===== src/rtl/scan_ring_buffer_with_angle_lookup_defines.svh =====
// Assertion macros for the scan ring buffer; both are clocked on clock and disabled in reset.
`ifndef SCAN_RING_BUFFER_WITH_ANGLE_LOOKUP_DEFINES_SVH
`define SCAN_RING_BUFFER_WITH_ANGLE_LOOKUP_DEFINES_SVH

// same-cycle implication
`define SRB_ASSERT_NOW(label, ante, cons) \
   label: assert property (@(posedge clock) disable iff (reset) (ante) |-> (cons)) \
      else $error("scan buffer check failed");

// next-cycle implication
`define SRB_ASSERT_NEXT(label, ante, cons) \
   label: assert property (@(posedge clock) disable iff (reset) (ante) |=> (cons)) \
      else $error("scan buffer check failed");

`endif


===== src/rtl/srb_pkg.sv =====
// Shared types, constants and the points table for the scan ring buffer.
`timescale 1ns / 1ps
`default_nettype none

package srb_pkg;

   localparam int DEF_BUFFER_SLOTS = 8;
   localparam int DEF_MAX_POINTS   = 2048;

   localparam int SAMPLE_W  = 16;
   localparam int ANGLE_W   = 15;
   localparam int RES_W     = 4;
   localparam int POINTS_W  = 11;   // holds 1800/r + 1 for r = 1
   localparam int IDX_W     = 11;   // index into one scan, at most 1800
   localparam int PROD_W    = 25;   // angle * (points-1) + half, below 2**25

   localparam logic [ANGLE_W-1:0] ANGLE_MAX  = ANGLE_W'(18000);
   localparam logic [PROD_W-1:0]  ANGLE_HALF = PROD_W'(18000 / 2);

   // floor(n / 18000) == (n * RECIP) >> RECIP_SHIFT, exact for n < 2**PROD_W
   localparam int RECIP_SHIFT = 40;
   localparam int RECIP_W     = 26;
   localparam logic [RECIP_W-1:0] RECIP = RECIP_W'(61083980);

   localparam logic [RES_W-1:0] RES_RESET = RES_W'(10);

   // csr map
   localparam int CSR_ADDR_W = 3;
   localparam int CSR_DATA_W = 32;
   localparam logic [0:0] REG_RESOLUTION = 1'b0;

   typedef enum logic [1:0] {
      CMD_PUSH  = 2'd0,
      CMD_POP   = 2'd1,
      CMD_READ  = 2'd2,
      CMD_CLEAR = 2'd3
   } cmd_type;

   typedef enum logic [1:0] {
      ST_OK        = 2'd0,
      ST_EMPTY     = 2'd1,
      ST_BAD_ANGLE = 2'd2
   } status_type;

   typedef enum logic [1:0] {
      MOP_NONE,
      MOP_WRITE,
      MOP_READ_POP,
      MOP_READ_DIST
   } mem_op_type;

   // result sideband carried alongside the memory access
   typedef struct packed {
      logic       zero;
      status_type status;
      logic       last;
   } side_type;

   // samples per scan, 1800/r + 1, resolution clamped to 1..10
   function automatic logic [POINTS_W-1:0] points_lookup(input logic [RES_W-1:0] r);
      logic [POINTS_W-1:0] p;
      case (r) inside
         4'd0, 4'd1: p = POINTS_W'(1801);
         4'd2:       p = POINTS_W'(901);
         4'd3:       p = POINTS_W'(601);
         4'd4:       p = POINTS_W'(451);
         4'd5:       p = POINTS_W'(361);
         4'd6:       p = POINTS_W'(301);
         4'd7:       p = POINTS_W'(258);
         4'd8:       p = POINTS_W'(226);
         4'd9:       p = POINTS_W'(201);
         default:    p = POINTS_W'(181);
      endcase
      return p;
   endfunction

endpackage

`default_nettype wire


===== src/rtl/srb_angle_index.sv =====
// Rounded angle-to-index scale: (product + half) / 18000 by reciprocal multiply.
`timescale 1ns / 1ps
`default_nettype none

module srb_angle_index (
   input  wire logic [srb_pkg::PROD_W-1:0] prod,
   output logic      [srb_pkg::IDX_W-1:0]  idx
);
   import srb_pkg::*;

   localparam int FULL_W = PROD_W + RECIP_W;

   logic [PROD_W-1:0] num;
   logic [FULL_W-1:0] full;

   assign num  = prod + ANGLE_HALF;
   assign full = FULL_W'(num) * FULL_W'(RECIP);
   assign idx  = full[RECIP_SHIFT +: IDX_W];

endmodule

`default_nettype wire


===== config.mk =====
export PLATFORM = sky130hd
export DESIGN_NAME = srb_angle_index
export DESIGN_NICKNAME = d
export VERILOG_FILES = /design/src/rtl/scan_ring_buffer_with_angle_lookup_defines.svh /design/src/rtl/srb_pkg.sv /design/src/rtl/srb_angle_index.sv
export SDC_FILE = /design/constraint.sdc
export NUM_CORES = 1
export LEC_CHECK = 0
export BUFFER_PORTS_ARGS = -buffer_cell sky130_fd_sc_hd__buf_2
export CORE_ASPECT_RATIO = 1.2
export CORE_MARGIN = 1
export CORE_UTILIZATION = 58
export DETAILED_ROUTE_END_ITERATION = 7
export PLACE_DENSITY = 0.83
export SLEW_MARGIN = 10
export SYNTH_ARGS = -nofsm -noshare
export SYNTH_HDL_FRONTEND = slang
export SYNTH_SLANG_ARGS = --single-unit

===== constraint.sdc =====
create_clock -name vclk -period 6.8
set_input_delay 0.68 -clock vclk [all_inputs]
set_output_delay 0.68 -clock vclk [all_outputs]
set_load 0.1 [all_outputs]

Word level (Yosys, flattened, before mapping)
Cells that the tools add are included.
{"block": "totals", "regBits": 0, "inputBits": 25, "output_inout_bits": 11, "wordCells": 2}
{"block": "classes", "n_addsub": 1, "multipliers": 1}
{"cell": "multiplier 25 x 24 -> 49 bit (second input constant)", "count": 1}
{"cell": "adder 25 x 14 -> 25 bit (second input constant)", "count": 1}

Logic depth before layout (Yosys ltp)
Gate-level depths: netlist of the first run.
{"block": "depth", "depth_word": 2, "depth_mapped": 29, "ltp_nobuf": 29}

Worst setup path before layout of the first run
OpenSTA, ideal clock, no wires.
{"block": "synth_timing", "kind": "input-to-output", "from": "input prod[3] (netlist name)", "to": "output idx[9] (netlist name)", "t_arrival_ns": 8.011, "required_ns": 6.120, "setup_slack_ns": -1.891, "path_stages": 22, "path_buffers": 0, "path_cell_list": "ha_1 -> o21ai_0 -> xor2_1 -> inv_1 -> fa_1 -> inv_1 -> fa_1 -> fa_1 -> fa_1 -> fa_1 -> inv_1 -> fa_1 -> ha_1 -> ha_1 -> a21oi_1 -> o21ai_1 -> a31o_1 -> a221o_1 -> a21oi_1 -> o31a_1 -> o21ai_1 -> xor2_1"}
{"block": "synth_via", "elab_chain_len": 2}
{"item": "start, declared", "line_no": "srb_angle_index.sv:6", "rtl": "input wire logic [srb_pkg::PROD_W-1:0] prod,"}
{"item": "adder 25 x 14 -> 25 bit", "line_no": "srb_angle_index.sv:16", "rtl": "assign num = prod + ANGLE_HALF;"}
{"item": "multiplier 25 x 24 -> 49 bit", "line_no": "srb_angle_index.sv:17", "rtl": "assign full = FULL_W'(num) * FULL_W'(RECIP);"}
{"item": "end, declared", "line_no": "srb_angle_index.sv:7", "rtl": "output logic [srb_pkg::IDX_W-1:0] idx"}
No other way between the ends.

Final worst setup path of the first run
{"block": "layout_timing", "from": "input prod[3] (netlist name)", "to": "output idx[10] (netlist name)"}
Same word-level chain as after synthesis.

==> impl_results.md, run 1 <==
* Simple-gate share of the synthesized area at 6.21%
* Cell Area, Synth at 8700 sq um
* Core area at about 15,000 sq um
* Die Span Y at 136 um
* Routability cong. at 0.928
* Mux contribution to synthesized area at less than 1%
* # setup viols final at 11
* Register area share after synthesis at 0%
* Routed wl met2 at 16,500 um
* Req. time, crit path at a little over 6 ns
* Via count at approximately 8,600
* Min-delay src: prod[24]
* Fmax at 0.124 GHz
* Period minus WS final at 8.08 ns
* Final wirelength at 35,800 um
* Syn Inst Count at 909
* CTS Hold Bufs at 0
* Failing checks: negative setup slack
* Max_cap viols at 0
* DP HPWL at 21,600 um
* Nature of the critical path endpoint: primary output
* Drc violations at 0
* Initial core utilization at 59.9%
* IO buf count at 36
* DRT Pass-1 Iters at 6
* WS Path Type: input port to primary output
* Worst Max-Slew Pin Slew at 1.03 ns
* CP Max Fanout at 6
* Layout area overhead at 44.6%
* Final Util at 86.6%
* Total Nets Final at ~1,600
* Met1 wire length at between 10,000 and 15,000 um
* Initial DRC Count at 692
* DR top layer: met4
* Vias per std cell at 6.36
* Mapped Nets at 1,327
* Die Wd at 114 um
* Distinct cell type count after synthesis at between 50 and 60
* # rows at 48
* Initial antenna violation count at 0
* Layout cell share with drive strength beyond 1 at between 30% and 40%
* Gr usage total at 44.3%
* ANT nets after route at 0
* # fillers at 627
* Worst EP arrival at between 7 and 8 ns
* Hold Vio Cnt, Final at 0
* Syn avg cell area at 9.58 sq um
* Met3 WL post-DR at 3450 um
* Largest net degree at the start of global routing at 9
* Final period util at 119%
* Register Area at 0 sq um
* Worst Hold Depth at 10
* Clock buffers at 0
* Yosys Warn Count at 0
* Synth Area in Compound Gates at slightly below 8%
* Final setup margin at -1.28 ns
* XOR/XNOR Fraction of Synth Area at 4.79%
* Die outline area at 15,500 sq um
* Hold endpoint: idx[10]
* I/O pin cnt at 36
* First-pass GRT wire length at between 50,000 and 60,000 um
* Adder-Cell Fraction of Synth Area at approximately 69%
* Largest family of logic cells by synthesized area: adder cells
* GRT overflow at 0
* FF+latch count at 0
* Final Max Tran Viols at 0
* Slew HR at 30.7%
* Number of global-route vias before repair at 9,628
* Average wire per standard cell at 26.6 um
* Status: complete, but fails checks
* RSZ-0062 raised after global routing: true
* Diode count at 0
* Startpoint class of the critical path: input port
* Hold Path Class: input port to primary output
worst max path at each step:
stage / slack [ns] / from / to / cells past startpoint
2_1_floorplan: -0.91 / prod[3] / idx[10] / 27
3_3_place_gp: -1.16 / prod[3] / idx[7] / 33
3_5_place_dp: -1.37 / prod[3] / idx[7] / 31
4_1_cts: -0.81 / prod[4] / idx[8] / 30
5_1_grt: -1.41 / prod[3] / idx[10] / 26
6_report: -1.28 / prod[3] / idx[10] / 26
cell usage after synthesis (all sizes together), types with 3 or more instances:
master,n,area (sq um)
nor3,12,75.1
o21ai,17,85.1
nand2,27,101
nand3,10,50.1
and3,11,90.1
nor2,22,85.1
o31ai,3,27.5
xnor2,23,201
nor2b,3,18.8
and4,3,27.5
a211oi,4,30.0
a21o,17,128
ha,245,3070
a21oi,33,173
nand4,6,37.5
xor2,22,215
fa,148,2960
o21bai,5,37.5
inv,263,987
a31oi,4,25.0
layer usage:
layer,global-route usage [%],up-vias
met5,0,-
met4,39.0,0
met3,11.3,408
met2,77.0,729
met1,43.9,4043
li1,-,3384
placed cells by master, fill, tap and decap left out, drive strengths merged, types with 2 or more instances in the layout:
cell and n:
o21ai 17, o21a 2, a21o 17, nand4 6, fa 148, mux2i 2, o2111ai 2, a41oi 2
nand3 10, and4 3, ha 245, or3 2, nand2 27, nor2 22, a21oi 33, nor2b 3
inv 262, o211a 2, o21bai 5, nor3 12, and3 11, xor2 22, a211oi 4, o31ai 3
buf 239, nor4b 2, a31oi 4, xnor2 23, mux2 2
cell type report:
class / count / area (sq um) / area share, %
Tap cell: 200 / 250 / 1.99
Timing Repair Buffer: 239 / 2010 / 16.0
Inverter: 264 / 1000 / 7.94
Multi-Input combinational cell: 644 / 9320 / 74.1
kinds of logic after synthesis:
group | after synthesis
adders and majority gates | 393
buffers and inverters | 265
AOI/OAI and AO/OA | 101
and+or+nand+nor | 101
xor gates and xnor gates | 45
muxes | 4
stage by stage:
step	instance area, sq um	setup TNS (ns)	hold slack [ns]	setup WS, ns	std cells
floorplan	9370	-6.80	2.30	-0.915	909
global placement	11300	-10.45	2.57	-1.16	1317
detailed placement	11300	-13.36	2.60	-1.37	1317
CTS	12300	-7.98	2.68	-0.813	1339
global route	12600	-14.28	2.83	-1.41	1347
finish	12600	-12.17	2.77	-1.28	1347
critical path, cell delays in order:
cell,delay (ns)
buf_6,0.10
buf_6,0.11
clkinvlp_4,0.13
ha_4,0.32
inv_2,0.06
buf_4,0.18
fa_1,0.59
inv_1,0.08
fa_1,0.50
fa_1,0.52
inv_1,0.07
fa_1,0.51
fa_1,0.51
inv_1,0.06
fa_1,0.56
inv_1,0.19
ha_4,0.23
buf_4,0.13
a21o_1,0.19
a311oi_2,0.33
o21ai_1,0.15
a41oi_2,0.25
o31a_1,0.39
nor3_2,0.12
nor3_4,0.21
buf_12,0.20
timing repair:
action | in CTS | in global routing
buffers inserted | 26 | 8
endpoints found under the hold margin | 0 | 0
endpoints found under the setup margin | 11 | 11
gates resized for setup | 127 | 33
cloned | 0 | 0
pin swaps | 116 | 25
Power of run 1 is left out: the tool's default activity adds up to more than one toggle a clock period on the data nets, which glitch-free logic cannot reach.
==> inputs of run 2 (changes only) <==
--- a/config.mk
+++ b/config.mk
@@ -5,12 +5,13 @@
 export SDC_FILE = /design/constraint.sdc
 export NUM_CORES = 1
 export LEC_CHECK = 0
-export BUFFER_PORTS_ARGS = -buffer_cell sky130_fd_sc_hd__buf_2
+export ABC_AREA = 1
 export CORE_ASPECT_RATIO = 1.2
 export CORE_MARGIN = 1
 export CORE_UTILIZATION = 58
 export DETAILED_ROUTE_END_ITERATION = 7
-export PLACE_DENSITY = 0.83
+export DONT_BUFFER_PORTS = 1
+export PLACE_DENSITY = 0.8
 export SLEW_MARGIN = 10
 export SYNTH_ARGS = -nofsm -noshare
 export SYNTH_HDL_FRONTEND = slang
==> impl_results.md, run 2 <==
* Status: complete, but fails checks (unchanged)
* Failing checks: negative setup slack (unchanged)
* Drc violations at 0 (unchanged)
* IO buf count at 0 (was 36)
* Initial DRC Count at 938 (was 692)
* Final period util at 105% (was 119%)
* Max_cap viols at 0 (unchanged)
* DRT Pass-1 Iters at 6 (unchanged)
* # rows at 53 (was 48)
* First-pass GRT wire length at 52,500 um (was 50,800 um)
* Hold Vio Cnt, Final at 0 (unchanged)
* Cell Area, Synth at 10,300 sq um (was 8700 sq um)
* Count leader, synth: inv_1 (unchanged)
* Initial antenna violation count at 1 (was 0)
* Synth top area share at 29.8% (was 35.2%)
* Initial core utilization at 59.0% (was 59.9%)
* # setup viols final at 11 (unchanged)
* Grt met2 use at 64.8% (was 77.0%)
* Worst Hold Depth at 9 (was 10)
* Min-delay src: prod[2] (was prod[24])
* Distinct cell type count after synthesis at 27 (was 55)
* Yosys Warn Count at 0 (unchanged)
* Worst EP arrival at 6.45 ns (was 7.40 ns)
* Hold endpoint: idx[7] (was idx[10])
* Via count at 10,800 (was 8,564)
* Synth area leader: ha_1 (unchanged)
* Most common cell after layout, fill and taps aside: inv_1 (unchanged)
* GR Util met1 at 43.9% (about the same)
* Clock buffers at 0 (unchanged)
* Fmax at 0.140 GHz (was 0.124 GHz)
* CTS Hold Bufs at 0 (unchanged)
* Commonest cells after routing, fill and taps aside: inv_1, nand2_1, ha_1, fa_1, buf_4 (was inv_1, ha_1, buf_4, fa_1, ha_4)
* Worst hold margin at 2.36 ns (was 2.77 ns)
* Final setup margin at -0.330 ns (was -1.28 ns)
* M3 GR Usage at 5.90% (was 11.3%)
* Gr usage total at 37.5% (was 44.3%)
* WS Path Type: input port to primary output (unchanged)
* Post-synth top cells: inv_1, nand2_1, ha_1 (was inv_1, ha_1, fa_1)
* DP HPWL at 24,600 um (was 21,600 um)
* RSZ-0062 raised after global routing: true (unchanged)
* Req. time, crit path at 6.12 ns (about the same)
* Layout area overhead at 33.9% (was 44.6%)
* Number of global-route vias before repair at 10,600 (was 9,628)
* GRT overflow at 0 (unchanged)
* Syn Inst Count at 1,408 (was 909)
* Slew HR at 68.9% (was 30.7%)
* Nature of the critical path endpoint: primary output (unchanged)
* FF+latch count at 0 (unchanged)
* ANT nets after route at 0 (unchanged)
* Gr busiest metal: met2 (unchanged)
* Register Area at 0 sq um (unchanged)
* Worst Max-Slew Pin Slew at 0.464 ns (was 1.03 ns)
* Largest net degree at the start of global routing at 11 (was 9)
* Final wirelength at 41,400 um (was 35,800 um)
* Register area share after synthesis at 0% (unchanged)
* Mapped Nets at 1,826 (was 1,327)
* CP Max Fanout at 6 (unchanged)
* Synth top area cells: ha_1, fa_1, inv_1, nand2_1, nor2_1 (was ha_1, fa_1, inv_1, xnor2_1, xor2_1)
* Startpoint class of the critical path: input port (unchanged)
* Average wire per standard cell at 23.4 um (was 26.6 um)
* Syn avg cell area at 7.31 sq um (was 9.58 sq um)
* Period minus WS final at 7.13 ns (was 8.08 ns)
* Diode count at 0 (unchanged)
* Die Span Y at 148 um (was 136 um)
* Hold Path Class: input port to primary output (unchanged)
* Routability cong. at 0.935 (was 0.928)
* # fillers at 949 (was 627)
* Final Max Tran Viols at 0 (unchanged)
* Die Wd at 124 um (was 114 um)
* Total Nets Final at 1,972 (was 1,567)
* Layout cell share with drive strength beyond 1 at 29.6% (was 37.5%)
* Vias per std cell at 6.11 (was 6.36)
* Die outline area at 18,300 sq um (was 15,500 sq um)
* I/O pin cnt at 36 (unchanged)
* Setup_tns at -2.97 ns (was -12.17 ns)
* Core area at 17,400 sq um (was 14,500 sq um)
## run 2: kinds of logic (layout without fill, tap and decap cells)
logic type | Yosys count | count (layout) | share of synthesized area [%]
AND/OR/NAND/NOR | 501 | 501 | 20.3
buffers and inverters | 441 | 585 | 16.1
XOR/XNOR | 24 | 24 | 2.04
AO/OA/AOI/OAI | 49 | 49 | 3.00
adder cells (fa/ha/maj) | 393 | 393 | 58.6
## run 2: worst max-delay path, stage by stage
cell and delay (ns):
ha_4 0.17, xor2_4 0.16, buf_4 0.16, xnor2_1 0.24
inv_1 0.12, fa_1 0.57, fa_1 0.45, fa_1 0.52
inv_1 0.07, fa_1 0.46, fa_1 0.58, inv_1 0.08
fa_1 0.55, inv_2 0.07, ha_4 0.29, buf_4 0.12
nand2_4 0.06, nor2_4 0.13, inv_1 0.05, nor2_1 0.17
nand2_1 0.11, nand2_1 0.09, nand2_1 0.10, nand4_1 0.23
nand2_8 0.19
## run 2: worst max-delay path by stage
stage                       start  cells after the start     end  slack (ns)
after global placement    prod[3]                     24  idx[8]       -0.21
after floorplan           prod[3]                     27  idx[2]      -0.001
after detailed placement  prod[3]                     27  idx[3]       -0.40
after CTS                 prod[4]                     29  idx[8]      0.0005
after global routing      prod[3]                     25  idx[6]       -0.56
final                     prod[4]                     25  idx[6]       -0.33
## run 2: metrics by stage
step / utilization (%) / setup slack, ns / std cells / cell area (sq um)
3_3_place_gp: 67.4 / -0.213 / 1744 / 11700
5_1_grt: 79.0 / -0.561 / 1772 / 13800
3_5_place_dp: 67.4 / -0.398 / 1744 / 11700
4_1_cts: 72.7 / 0.000533 / 1760 / 12700
2_1_floorplan: - / -0.00124 / 1408 / 10600
6_report: 79.0 / -0.330 / 1772 / 13800
## run 2: layout make-up
class / count / area, sq um / area share [%]
timing repair buffer: 145 / 1160 / 8.41
inverter: 440 / 1670 / 12.1
multi-input combinational: 967 / 10700 / 77.5
tap: 220 / 275 / 2.00
## run 2: metal layers
layer  vias up  routed length (um)
met3       406                4500
met1      5004               13500
met5         -                   0
met2       949               19100
met4         0                4330
li1       4465                   -
## run 2: what timing repair did
item,CTS,global route
endpoints found under the setup margin,11,11
pin swaps,84,102
setup buffers,16,13
gates resized for setup,123,182
Power of run 2 is left out for the same reason.
